**config.mk**
```make
export PLATFORM = sky130hd
export DESIGN_NAME = touch_gesture_classifier_top
export DESIGN_NICKNAME = d
export VERILOG_FILES = /design/src/sv/tgc_pkg.sv /design/src/sv/tgc_ram.sv /design/src/sv/tgc_classify.sv /design/src/sv/touch_gesture_classifier_top.sv
export SDC_FILE = /design/constraint.sdc
export NUM_CORES = 2
export LEC_CHECK = 0
export ABC_AREA = 1
export BUFFER_PORTS_ARGS = -buffer_cell sky130_fd_sc_hd__buf_2
export CORE_MARGIN = 8
export CORE_UTILIZATION = 59
export CTS_BUF_LIST = sky130_fd_sc_hd__clkbuf_4 sky130_fd_sc_hd__clkbuf_8
export DETAILED_ROUTE_END_ITERATION = 10
export HOLD_SLACK_MARGIN = 0.05
export PLACE_DENSITY_LB_ADDON = 0.2
export REMOVE_ABC_BUFFERS = 1
export SLEW_MARGIN = 40
export SYNTH_ARGS = -nofsm -noshare
export SYNTH_HDL_FRONTEND = slang
export SYNTH_SLANG_ARGS = --single-unit
export TNS_END_PERCENT = 20
```
**constraint.sdc**
```tcl
create_clock -name i_clk -period 9 [get_ports i_clk]
set_clock_uncertainty 0.05 [all_clocks]
set_input_delay 0.45 -clock i_clk [delete_from_list [all_inputs] [get_ports i_clk]]
set_output_delay 0.45 -clock i_clk [all_outputs]
set_load 0.03 [all_outputs]
```
**src/sv/tgc_pkg.sv**
```systemverilog
`timescale 1ns / 1ps

package tgc_pkg;

    // Fixed field widths of the event and result words
    localparam int unsigned OP_W      = 2;
    localparam int unsigned ID_W      = 8;
    localparam int unsigned POS_W     = 12;
    localparam int unsigned TIME_W    = 32;
    localparam int unsigned STATUS_W  = 2;
    localparam int unsigned GESTURE_W = 3;
    localparam int unsigned ACTIVE_W  = 4;
    localparam int unsigned IN_DATA_W  = 72;
    localparam int unsigned OUT_DATA_W = 16;

    localparam int unsigned THR_W  = 12;
    localparam int unsigned LONG_W = 16;
    localparam int unsigned CFG_DATA_W = 16;
    localparam int unsigned CMP_W  = 16;

    localparam int unsigned DEF_MAX_POINTS = 8;
    localparam int unsigned DEF_COORD_BITS = 12;

    localparam logic [THR_W-1:0]  SWIPE_DEFAULT = THR_W'(40);
    localparam logic [LONG_W-1:0] LONG_DEFAULT  = LONG_W'(500);
    localparam logic [TIME_W-1:0] DTAP_WINDOW   = TIME_W'(300);

    typedef enum logic [OP_W-1:0] {
        OP_DOWN = 2'd0,
        OP_MOVE = 2'd1,
        OP_UP   = 2'd2
    } t_op;

    typedef enum logic [STATUS_W-1:0] {
        ST_OK       = 2'd0,
        ST_FULL     = 2'd1,
        ST_NOTFOUND = 2'd2
    } t_status;

    typedef enum logic [GESTURE_W-1:0] {
        G_NONE  = 3'd0,
        G_TAP   = 3'd1,
        G_DTAP  = 3'd2,
        G_LEFT  = 3'd3,
        G_RIGHT = 3'd4,
        G_UP    = 3'd5,
        G_DOWN  = 3'd6,
        G_LONG  = 3'd7
    } t_gesture;

    typedef enum logic [0:0] {
        REG_SWIPE = 1'b0,
        REG_LONG  = 1'b1
    } t_cfg_reg;

endpackage

```
**src/sv/tgc_ram.sv**
```systemverilog
`timescale 1ns / 1ps

module tgc_ram #(
    parameter int unsigned WIDTH = 8,
    parameter int unsigned DEPTH = 8,
    parameter int unsigned AW    = (DEPTH > 1) ? $clog2(DEPTH) : 1
) (
    input  logic             i_clk,
    input  logic             i_we,
    input  logic [AW-1:0]    i_waddr,
    input  logic [WIDTH-1:0] i_wdata,
    input  logic [AW-1:0]    i_raddr,
    output logic [WIDTH-1:0] o_rdata
);

    logic [WIDTH-1:0] r_mem [DEPTH];
    logic [WIDTH-1:0] r_rdata;

    always_ff @(posedge i_clk) begin
        if (i_we) begin
            r_mem[i_waddr] <= i_wdata;
        end
        r_rdata <= r_mem[i_raddr];
    end

    assign o_rdata = r_rdata;

endmodule

```
**src/sv/tgc_classify.sv**
```systemverilog
`timescale 1ns / 1ps

module tgc_classify
    import tgc_pkg::*;
#(
    parameter int unsigned COORD_BITS = DEF_COORD_BITS
) (
    input  logic [COORD_BITS-1:0] i_adx,
    input  logic [COORD_BITS-1:0] i_ady,
    input  logic                  i_x_gt,      // current x above start x
    input  logic                  i_y_gt,      // current y above start y
    input  logic [TIME_W-1:0]     i_hold,      // now minus down time
    input  logic [TIME_W-1:0]     i_gap,       // down time minus last tap
    input  logic [THR_W-1:0]      i_swipe_thr,
    input  logic [LONG_W-1:0]     i_long_time,
    output t_gesture              o_gesture,
    output logic                  o_tap_like
);

    logic w_small;

    assign w_small = (CMP_W'(i_adx) < CMP_W'(i_swipe_thr)) &&
                     (CMP_W'(i_ady) < CMP_W'(i_swipe_thr));
    assign o_tap_like = w_small;

    always_comb begin
        priority if (w_small) begin
            priority if (i_hold >= TIME_W'(i_long_time)) begin
                o_gesture = G_LONG;
            end else if (i_gap < DTAP_WINDOW) begin
                o_gesture = G_DTAP;
            end else begin
                o_gesture = G_TAP;
            end
        end else if (i_adx > i_ady) begin
            o_gesture = i_x_gt ? G_RIGHT : G_LEFT;
        end else begin
            o_gesture = i_y_gt ? G_DOWN : G_UP;
        end
    end

endmodule

```
**src/sv/touch_gesture_classifier_top.sv**
```systemverilog
`timescale 1ns / 1ps
// Channel  Dir  Handshake               Word
// s        in   i_s_tvalid/o_s_tready   i_s_tdata: op, contact_id, x_pos, y_pos, now_time
// m        out  o_m_tvalid/i_m_tready   o_m_tdata: status, gesture, active_count
// cfg      in   i_cfg_valid/o_cfg_ready i_cfg_index, i_cfg_data
//
// Flow: one word at a time. Down and ignored ops go from accept straight to DONE;
// move searches the table for the matching contact and then goes to DONE, and up
// searches, shifts the entries after the match down, then classifies. The contact
// table is one RAM with a registered read port: the search reads one entry per
// cycle and the compaction after an up moves one entry per cycle.
// Reset (i_rst_n low, synchronous) empties the table, clears the last tap time
// and loads the default thresholds; table contents are not cleared.
// Stalls: a held result in the output register does not block the next accept;
// a finished word waits in DONE only while the output register is still full.

module touch_gesture_classifier_top
    import tgc_pkg::*;
#(
    parameter int unsigned MAX_POINTS = DEF_MAX_POINTS,
    parameter int unsigned COORD_BITS = DEF_COORD_BITS
) (
    input  logic                   i_clk,
    input  logic                   i_rst_n,
    input  logic                   i_s_tvalid,
    output logic                   o_s_tready,
    // [1:0] op, [9:2] contact_id, [21:10] x_pos, [33:22] y_pos, [65:34] now_time
    input  logic [IN_DATA_W-1:0]   i_s_tdata,
    output logic                   o_m_tvalid,
    input  logic                   i_m_tready,
    // [1:0] status, [4:2] gesture, [8:5] active_count
    output logic [OUT_DATA_W-1:0]  o_m_tdata,
    input  logic                   i_cfg_valid,
    output logic                   o_cfg_ready,
    input  logic                   i_cfg_index,
    input  logic [CFG_DATA_W-1:0]  i_cfg_data
);

    localparam int unsigned CNTW = $clog2(MAX_POINTS + 1);
    localparam int unsigned IW   = (MAX_POINTS > 1) ? $clog2(MAX_POINTS) : 1;
    localparam int unsigned CB   = COORD_BITS;
    // Entry layout: id, start x, start y, current x, current y, down time
    localparam int unsigned SX_LO = ID_W;
    localparam int unsigned SY_LO = SX_LO + CB;
    localparam int unsigned CX_LO = SY_LO + CB;
    localparam int unsigned CY_LO = CX_LO + CB;
    localparam int unsigned DT_LO = CY_LO + CB;
    localparam int unsigned EW    = DT_LO + TIME_W;

    typedef enum logic [4:0] {
        S_IDLE     = 5'b00001,
        S_SEARCH   = 5'b00010,
        S_SHIFT    = 5'b00100,
        S_CLASSIFY = 5'b01000,
        S_DONE     = 5'b10000
    } t_state;

    t_state r_state, n_state;

    // Latched event word
    t_op                r_op, n_op;
    logic [ID_W-1:0]    r_id, n_id;
    logic [CB-1:0]      r_x, n_x;
    logic [CB-1:0]      r_y, n_y;
    logic [TIME_W-1:0]  r_now, n_now;

    logic [CNTW-1:0]    r_count, n_count;
    logic [CNTW-1:0]    r_ptr, n_ptr;
    logic [TIME_W-1:0]  r_last_tap, n_last_tap;
    t_status            r_status, n_status;
    t_gesture           r_gesture, n_gesture;

    // Classifier operands captured at the match
    logic [CB-1:0]      r_adx, n_adx;
    logic [CB-1:0]      r_ady, n_ady;
    logic               r_x_gt, n_x_gt;
    logic               r_y_gt, n_y_gt;
    logic [TIME_W-1:0]  r_hold, n_hold;
    logic [TIME_W-1:0]  r_gap, n_gap;

    logic [THR_W-1:0]   r_swipe_thr;
    logic [LONG_W-1:0]  r_long_time;

    logic                   r_out_valid;
    logic [OUT_DATA_W-1:0]  r_out_data;

    logic               w_s_acc;
    logic               w_out_load;
    logic               w_ram_we;
    logic [IW-1:0]      w_waddr;
    logic [EW-1:0]      w_wdata;
    logic [CNTW:0]      w_raddr_ext;
    logic [EW-1:0]      w_rdata;
    logic [CNTW-1:0]    w_ptr_inc;

    logic [ID_W-1:0]    w_rd_id;
    logic [CB-1:0]      w_rd_sx, w_rd_sy, w_rd_cx, w_rd_cy;
    logic [TIME_W-1:0]  w_rd_dt;

    t_op                w_in_op;
    logic [CB-1:0]      w_in_x, w_in_y;
    t_gesture           w_cls_gesture;
    logic               w_cls_tap;

    assign w_in_op = t_op'(i_s_tdata[1:0]);
    // Keep the low COORD_BITS bits of the coordinate fields
    assign w_in_x  = CB'(i_s_tdata[21:10]);
    assign w_in_y  = CB'(i_s_tdata[33:22]);

    assign o_s_tready  = (r_state == S_IDLE);
    assign o_cfg_ready = 1'b1;
    assign w_s_acc     = i_s_tvalid && o_s_tready;
    assign w_out_load  = (r_state == S_DONE) && (!r_out_valid || i_m_tready);

    assign w_rd_id = w_rdata[ID_W-1:0];
    assign w_rd_sx = w_rdata[SX_LO +: CB];
    assign w_rd_sy = w_rdata[SY_LO +: CB];
    assign w_rd_cx = w_rdata[CX_LO +: CB];
    assign w_rd_cy = w_rdata[CY_LO +: CB];
    assign w_rd_dt = w_rdata[DT_LO +: TIME_W];

    assign w_ptr_inc = r_ptr + CNTW'(1);

    tgc_ram #(
        .WIDTH (EW),
        .DEPTH (MAX_POINTS),
        .AW    (IW)
    ) u_table (
        .i_clk   (i_clk),
        .i_we    (w_ram_we),
        .i_waddr (w_waddr),
        .i_wdata (w_wdata),
        .i_raddr (w_raddr_ext[IW-1:0]),
        .o_rdata (w_rdata)
    );

    tgc_classify #(
        .COORD_BITS (COORD_BITS)
    ) u_classify (
        .i_adx       (r_adx),
        .i_ady       (r_ady),
        .i_x_gt      (r_x_gt),
        .i_y_gt      (r_y_gt),
        .i_hold      (r_hold),
        .i_gap       (r_gap),
        .i_swipe_thr (r_swipe_thr),
        .i_long_time (r_long_time),
        .o_gesture   (w_cls_gesture),
        .o_tap_like  (w_cls_tap)
    );

    always_comb begin
        n_state    = r_state;
        n_op       = r_op;
        n_id       = r_id;
        n_x        = r_x;
        n_y        = r_y;
        n_now      = r_now;
        n_count    = r_count;
        n_ptr      = r_ptr;
        n_last_tap = r_last_tap;
        n_status   = r_status;
        n_gesture  = r_gesture;
        n_adx      = r_adx;
        n_ady      = r_ady;
        n_x_gt     = r_x_gt;
        n_y_gt     = r_y_gt;
        n_hold     = r_hold;
        n_gap      = r_gap;

        w_ram_we    = 1'b0;
        w_waddr     = r_ptr[IW-1:0];
        w_wdata     = w_rdata;
        w_raddr_ext = '0;

        unique case (r_state)
            S_IDLE: begin
                // Read slot 0 ahead so the search starts with data in hand
                w_raddr_ext = '0;
                if (w_s_acc) begin
                    n_op      = w_in_op;
                    n_id      = i_s_tdata[9:2];
                    n_x       = w_in_x;
                    n_y       = w_in_y;
                    n_now     = i_s_tdata[65:34];
                    n_gesture = G_NONE;
                    n_status  = ST_OK;
                    n_ptr     = '0;
                    n_state   = S_DONE;
                    unique case (w_in_op)
                        OP_DOWN: begin
                            if (r_count >= CNTW'(MAX_POINTS)) begin
                                n_status = ST_FULL;
                            end else begin
                                // Append at the end of the table
                                w_ram_we = 1'b1;
                                w_waddr  = r_count[IW-1:0];
                                w_wdata  = {i_s_tdata[65:34], w_in_y, w_in_x,
                                            w_in_y, w_in_x, i_s_tdata[9:2]};
                                n_count  = r_count + CNTW'(1);
                            end
                        end
                        OP_MOVE, OP_UP: begin
                            if (r_count == '0) begin
                                n_status = ST_NOTFOUND;
                            end else begin
                                n_state = S_SEARCH;
                            end
                        end
                        default: begin
                            n_status = ST_OK;
                        end
                    endcase
                end
            end

            S_SEARCH: begin
                // Data for r_ptr is here; prefetch the next slot
                w_raddr_ext = {1'b0, w_ptr_inc};
                priority if (w_rd_id == r_id) begin
                    if (r_op == OP_MOVE) begin
                        w_ram_we = 1'b1;
                        w_wdata  = {w_rd_dt, r_y, r_x, w_rd_sy, w_rd_sx, w_rd_id};
                        n_status = ST_OK;
                        n_state  = S_DONE;
                    end else begin
                        n_adx   = (w_rd_cx > w_rd_sx) ? (w_rd_cx - w_rd_sx)
                                                      : (w_rd_sx - w_rd_cx);
                        n_ady   = (w_rd_cy > w_rd_sy) ? (w_rd_cy - w_rd_sy)
                                                      : (w_rd_sy - w_rd_cy);
                        n_x_gt  = w_rd_cx > w_rd_sx;
                        n_y_gt  = w_rd_cy > w_rd_sy;
                        n_hold  = r_now - w_rd_dt;
                        n_gap   = w_rd_dt - r_last_tap;
                        n_state = S_SHIFT;
                    end
                end else if (w_ptr_inc >= r_count) begin
                    n_status = ST_NOTFOUND;
                    n_state  = S_DONE;
                end else begin
                    n_ptr = w_ptr_inc;
                end
            end

            S_SHIFT: begin
                // Data for r_ptr + 1 is here; move it down and prefetch two ahead
                w_raddr_ext = {1'b0, r_ptr} + (CNTW + 1)'(2);
                if (w_ptr_inc < r_count) begin
                    w_ram_we = 1'b1;
                    w_wdata  = w_rdata;
                    n_ptr    = w_ptr_inc;
                end else begin
                    n_count = r_count - CNTW'(1);
                    n_state = S_CLASSIFY;
                end
            end

            S_CLASSIFY: begin
                n_gesture = w_cls_gesture;
                n_status  = ST_OK;
                if (w_cls_tap) begin
                    n_last_tap = r_now;
                end
                n_state = S_DONE;
            end

            S_DONE: begin
                // Hold until the output register is free
                if (w_out_load) begin
                    n_state = S_IDLE;
                end
            end

            default: begin
                n_state = S_IDLE;
            end
        endcase
    end

    always_ff @(posedge i_clk) begin
        if (!i_rst_n) begin
            r_state     <= S_IDLE;
            r_count     <= '0;
            r_last_tap  <= '0;
            r_out_valid <= 1'b0;
            r_swipe_thr <= SWIPE_DEFAULT;
            r_long_time <= LONG_DEFAULT;
        end else begin
            r_state    <= n_state;
            r_count    <= n_count;
            r_last_tap <= n_last_tap;

            if (w_out_load) begin
                r_out_valid <= 1'b1;
            end else if (i_m_tready) begin
                r_out_valid <= 1'b0;
            end

            // A zero write selects the default value
            if (i_cfg_valid && o_cfg_ready) begin
                unique case (t_cfg_reg'(i_cfg_index))
                    REG_SWIPE: begin
                        r_swipe_thr <= (i_cfg_data[THR_W-1:0] == '0) ? SWIPE_DEFAULT
                                                                     : i_cfg_data[THR_W-1:0];
                    end
                    REG_LONG: begin
                        r_long_time <= (i_cfg_data == '0) ? LONG_DEFAULT : i_cfg_data;
                    end
                    default: begin
                        r_long_time <= r_long_time;
                    end
                endcase
            end
        end
    end

    always_ff @(posedge i_clk) begin
        r_op      <= n_op;
        r_id      <= n_id;
        r_x       <= n_x;
        r_y       <= n_y;
        r_now     <= n_now;
        r_ptr     <= n_ptr;
        r_status  <= n_status;
        r_gesture <= n_gesture;
        r_adx     <= n_adx;
        r_ady     <= n_ady;
        r_x_gt    <= n_x_gt;
        r_y_gt    <= n_y_gt;
        r_hold    <= n_hold;
        r_gap     <= n_gap;
        if (w_out_load) begin
            r_out_data <= {7'd0, ACTIVE_W'(r_count), r_gesture, r_status};
        end
    end

    assign o_m_tvalid = r_out_valid;
    assign o_m_tdata  = r_out_data;

    // Table never holds more than its depth
    a_count_bound: assert property (@(posedge i_clk) disable iff (!i_rst_n)
        r_count <= CNTW'(MAX_POINTS))
        else $error("contact count above table depth");

    // A down event with room grows the table by one
    a_down_grows: assert property (@(posedge i_clk) disable iff (!i_rst_n)
        (w_s_acc && (w_in_op == OP_DOWN) && (r_count < CNTW'(MAX_POINTS)))
        |=> (r_count == $past(r_count) + CNTW'(1)))
        else $error("down event did not append a contact");

    // Compaction ends by shrinking the table by one
    a_up_shrinks: assert property (@(posedge i_clk) disable iff (!i_rst_n)
        ((r_state == S_SHIFT) && !(w_ptr_inc < r_count))
        |=> (r_count == $past(r_count) - CNTW'(1)))
        else $error("up event did not remove a contact");

    // A result is loaded only into a free or draining output register
    a_no_overwrite: assert property (@(posedge i_clk) disable iff (!i_rst_n)
        (w_out_load && r_out_valid) |-> i_m_tready)
        else $error("result register overwritten");

endmodule
```
==> summary.txt <==
Detailed routing
  – Final ANT Viol Nets: 0
  – Detailed-route wire length: 120500 um
  – Via/cell ratio: 5.575
  – Post-route DRC violation count: 0
  – Number of DRC markers in iteration 0: 2988
  – Detailed-route wire length per cell: 19.68 um
  – Pre-antenna DRT Iters: 6
  – Total number of vias: 34120

Clocking
  – Clk sink count: 1034
  – PostCTS Resize Cnt: 0
  – Clock insertion delay at the later pin of the skew report: 0.82 ns
  – Clock tree buffer depth: 3
  – Inserted Clock Buffers: 167
  – Clock-pin slew of the registers on the worst-case setup and hold paths: 0.06 ns
  – CTS tree: done
  – H-tree levels: 4
  – Root buffer selected by CTS: sky130_fd_sc_hd__clkbuf_8

Pwr
  – NetSw: 0.006647 W
  – Proportion of power drawn by the clock network: 24.1%
  – Total power per unit cell area: 322.7 nW/um^2
  – Cell internal power dissipation: 0.01067 W
  – Leakage power: 21.33 nW
  – Sequential power share: 38.7%
  – Highest ir drop seen on vdd: 235.1 uV
  – Fraction of power consumed by combinational cells: 37.2%
  – Net switching fraction of the power: 38.39%

Final layout
  – Final net count: 5180
  – Number of standard cells in the layout, taps in and fillers out: 6120
  – Final Instance Area: 53670 um^2
  – Area growth syn-to-layout: 11.85%
  – Share of final-layout standard cells stronger than drive strength 1: 11.59%
  – Fillers: 6206

Placement
  – RD Place Congestion: 0.9809
  – Count of buffers from port buffering: 98
  – Post-detailed-placement cell area: 49240 um^2
  – DP Cell Count: 5715
  – Detailed placer's ending HPWL: 73450 um

Setup path
  – WP data required: 9.38 ns
  – CP Buf/Inv Count: 5
  – Cell type group with the largest total delay on the critical path: buffers and inverters
  – CP Max Fanout: 45
  – Crit start category: flop
  – Crit path arrival time: 4.63 ns
  – Crit path kind: reg -> reg
  – Kind of end point of the critical path: flop
  – Critical Path Source: r_ptr[0]
  – Most used cell along the critical path: sky130_fd_sc_hd__nand2_1
  – Worst path cell trace: ha_1, xnor2_1, inv_1, ha_1, nand2_1, inv_1, nand2_1, nand2_1, nor2_1, inv_1, nand3_1, nand2_1, nor2_4, buf_4, buf_6
  – Delay of the slowest cell on the worst path: 0.64 ns
  – FF-to-FF Start: r_ptr[0]
  – Cell with the largest stage delay on the worst path: sky130_fd_sc_hd__buf_4

Yosys
  – Dominant cells by area after synthesis: sky130_fd_sc_hd__edfxtp_1, sky130_fd_sc_hd__nand2_1, sky130_fd_sc_hd__dfxtp_1
  – Number of instances in the synthesized netlist: 4706
  – Area share of the largest cell type after synthesis: 54.82%
  – Ranking of synthesized cells by instance count: sky130_fd_sc_hd__nand2_1, sky130_fd_sc_hd__edfxtp_1, sky130_fd_sc_hd__nor2_1
  – Leading cell type by number of instances after synthesis: sky130_fd_sc_hd__nand2_1
  – YS warnings: 0
  – Area of the mapped netlist: 47980 um^2
  – Sequential element share of the synthesized area: 61.42%
  – Primary flip-flop cell chosen by synthesis mapping: sky130_fd_sc_hd__edfxtp_1
  – Post-synthesis register bit count: 1034
  – Share of flip-flops with an asynchronous set or reset after synthesis: 0%
  – EDFF count, synth: 876
  – Synth area leader: sky130_fd_sc_hd__edfxtp_1
  – Unique masters post-synth: 50
  – Avg Synthesized Cell Area: 10.20 um^2

GRT
  – Tot GR Track Use: 26.17%
  – First-pass GRT wire length: 185300 um
  – Overflow left after global routing: 0
  – Initial antenna violation count: 5
  – Maximum number of pins on one net before global-route repair: 182
  – Via count of the first global-routing pass: 33130

Die
  – Die boundary height: 301.2 um
  – Die Area: 90710 um^2
  – Core Rows: 104
  – IO Pins: 113
  – Core Footprint: 80550 um^2
  – Initial Util: 59.57%
  – Floorplan die width: 301.2 um

Timing
  – Minimum clock period: 4.251 ns
  – Highest clock rate: 235.2 MHz
  – Post-route fraction of the period consumed by the critical path: 47.24%
  – Max-slew headroom: 42.79%
  – Setup repair after global routing missed its margin: false
  – Setup Viol. Count Final: 0
  – Final Hold Fails: 0
  – Transition time of the tightest slew-check pin: 0.8492 ns
  – Final count of pins violating max slew: 0

Worst hold path
  – Startpoint of the lowest-slack hold path: i_m_tready
  – Kind of path behind the tightest hold check: in -> reg

Flow run
  – Number of max-cap violations: 0

Status
  – Outcome: complete, no violations
-- worst paths after layout --
path | endpoint | slack (ns) | cells after the start
min reg2reg | o_m_tdata[3] | 0.37 | 0
max | u_table.r_mem[3][65] | 4.75 | 15
max reg2reg | u_table.r_mem[3][65] | 4.75 | 15
min | o_m_tvalid | 0.15 | 4
-- tightest hold or removal path, cell delays in order --
cell,delay (ns)
sky130_fd_sc_hd__buf_2,0.11
sky130_fd_sc_hd__nor2_1,0.12
sky130_fd_sc_hd__inv_1,0.09
sky130_fd_sc_hd__a21oi_1,0.14
-- metal layers --
layer  track usage [%]  share of wire, %
met1             34.53                42
met2             43.52                48
met3             4.452               7.3
met4             9.592               3.0
met5                 0                 0
-- what timing repair did --
action                                  4_1_cts  5_1_grt
setup buffers                                 0        0
hold endpoints to repair                    109        0
hold buffers                                 89        0
endpoints found under the setup margin        0        0
-- flip-flops by register name, indices dropped and copies added, names as in the netlist, 5 cells and up --
name,flops
o_m_tdata,9
r_adx,12
r_ady,12
r_gap,30
r_hold,32
r_id,8
r_last_tap,32
r_long_time,16
r_now,32
r_state,5
r_swipe_thr,12
r_x,12
r_y,12
u_table.o_rdata,88
u_table.r_mem,704
-- metrics by stage --
stage | hold slack, ns | power [W] | utilization, % | TNS [ns] | worst slack, ns
floorplan | 0.3503 | 0.01138 | - | -57.88 | -0.4241
global placement | 0.3530 | 0.01299 | 61.01 | 0 | 4.495
detailed placement | 0.3545 | 0.01312 | 61.13 | 0 | 4.535
CTS | 0.05488 | 0.01732 | 66.59 | 0 | 4.515
global route | 0.1076 | 0.01839 | 66.62 | 0 | 4.501
finish | 0.1468 | 0.01732 | 66.63 | 0 | 4.749
-- power groups by stage --
stage	clock network [W]	registers, W	logic (W)
5_1_grt	0.00444	0.00674	0.00721
3_3_place_gp	0	0.00679	0.00620
6_report	0.00417	0.00671	0.00644
3_5_place_dp	0	0.00680	0.00632
4_1_cts	0.00423	0.00670	0.00639
2_1_floorplan	0	0.00670	0.00467
-- cells in the final DEF, fill, tap and decap left out, types with 73 or more instances in the layout --
cell / n
sky130_fd_sc_hd__ha_1: 167
sky130_fd_sc_hd__clkbuf_8: 188
sky130_fd_sc_hd__nand2_1: 1006
sky130_fd_sc_hd__dfxtp_1: 158
sky130_fd_sc_hd__inv_1: 423
sky130_fd_sc_hd__o21ai_1: 171
sky130_fd_sc_hd__nor2_1: 595
sky130_fd_sc_hd__edfxtp_1: 876
sky130_fd_sc_hd__nand3_1: 132
sky130_fd_sc_hd__or2_2: 73
sky130_fd_sc_hd__buf_2: 98
sky130_fd_sc_hd__a21oi_1: 174
sky130_fd_sc_hd__dlygate4sd3_1: 89
sky130_fd_sc_hd__o21ai_0: 341
-- cell families after synthesis --
logic type	after synthesis	synth area share (%)
adder cells (fa/ha/maj)	173	4.605
flip-flops	1034	61.42
XOR/XNOR	82	1.497
AO/OA/AOI/OAI	860	10.44
AND/OR/NAND/NOR	1924	16.37
other	2	0.01565
buffers and inverters	631	5.651
-- layout make-up --
| cell class | instances | area, um^2 | share of cell area [%] |
|---|---|---|---|
| diodes | 4 | 10.01 | 0.01865 |
| clock buffers | 248 | 3038 | 5.661 |
| clock inverters | 64 | 469.2 | 0.8743 |
| inverters | 432 | 1647 | 3.068 |
| multi-input cells | 3047 | 15910 | 29.65 |
| flip-flops and latches | 1034 | 29470 | 54.91 |
| well taps | 1060 | 1326 | 2.471 |
| repair buffers | 231 | 1794 | 3.343 |
No activity file was read; power rests on OpenSTA's default activity.
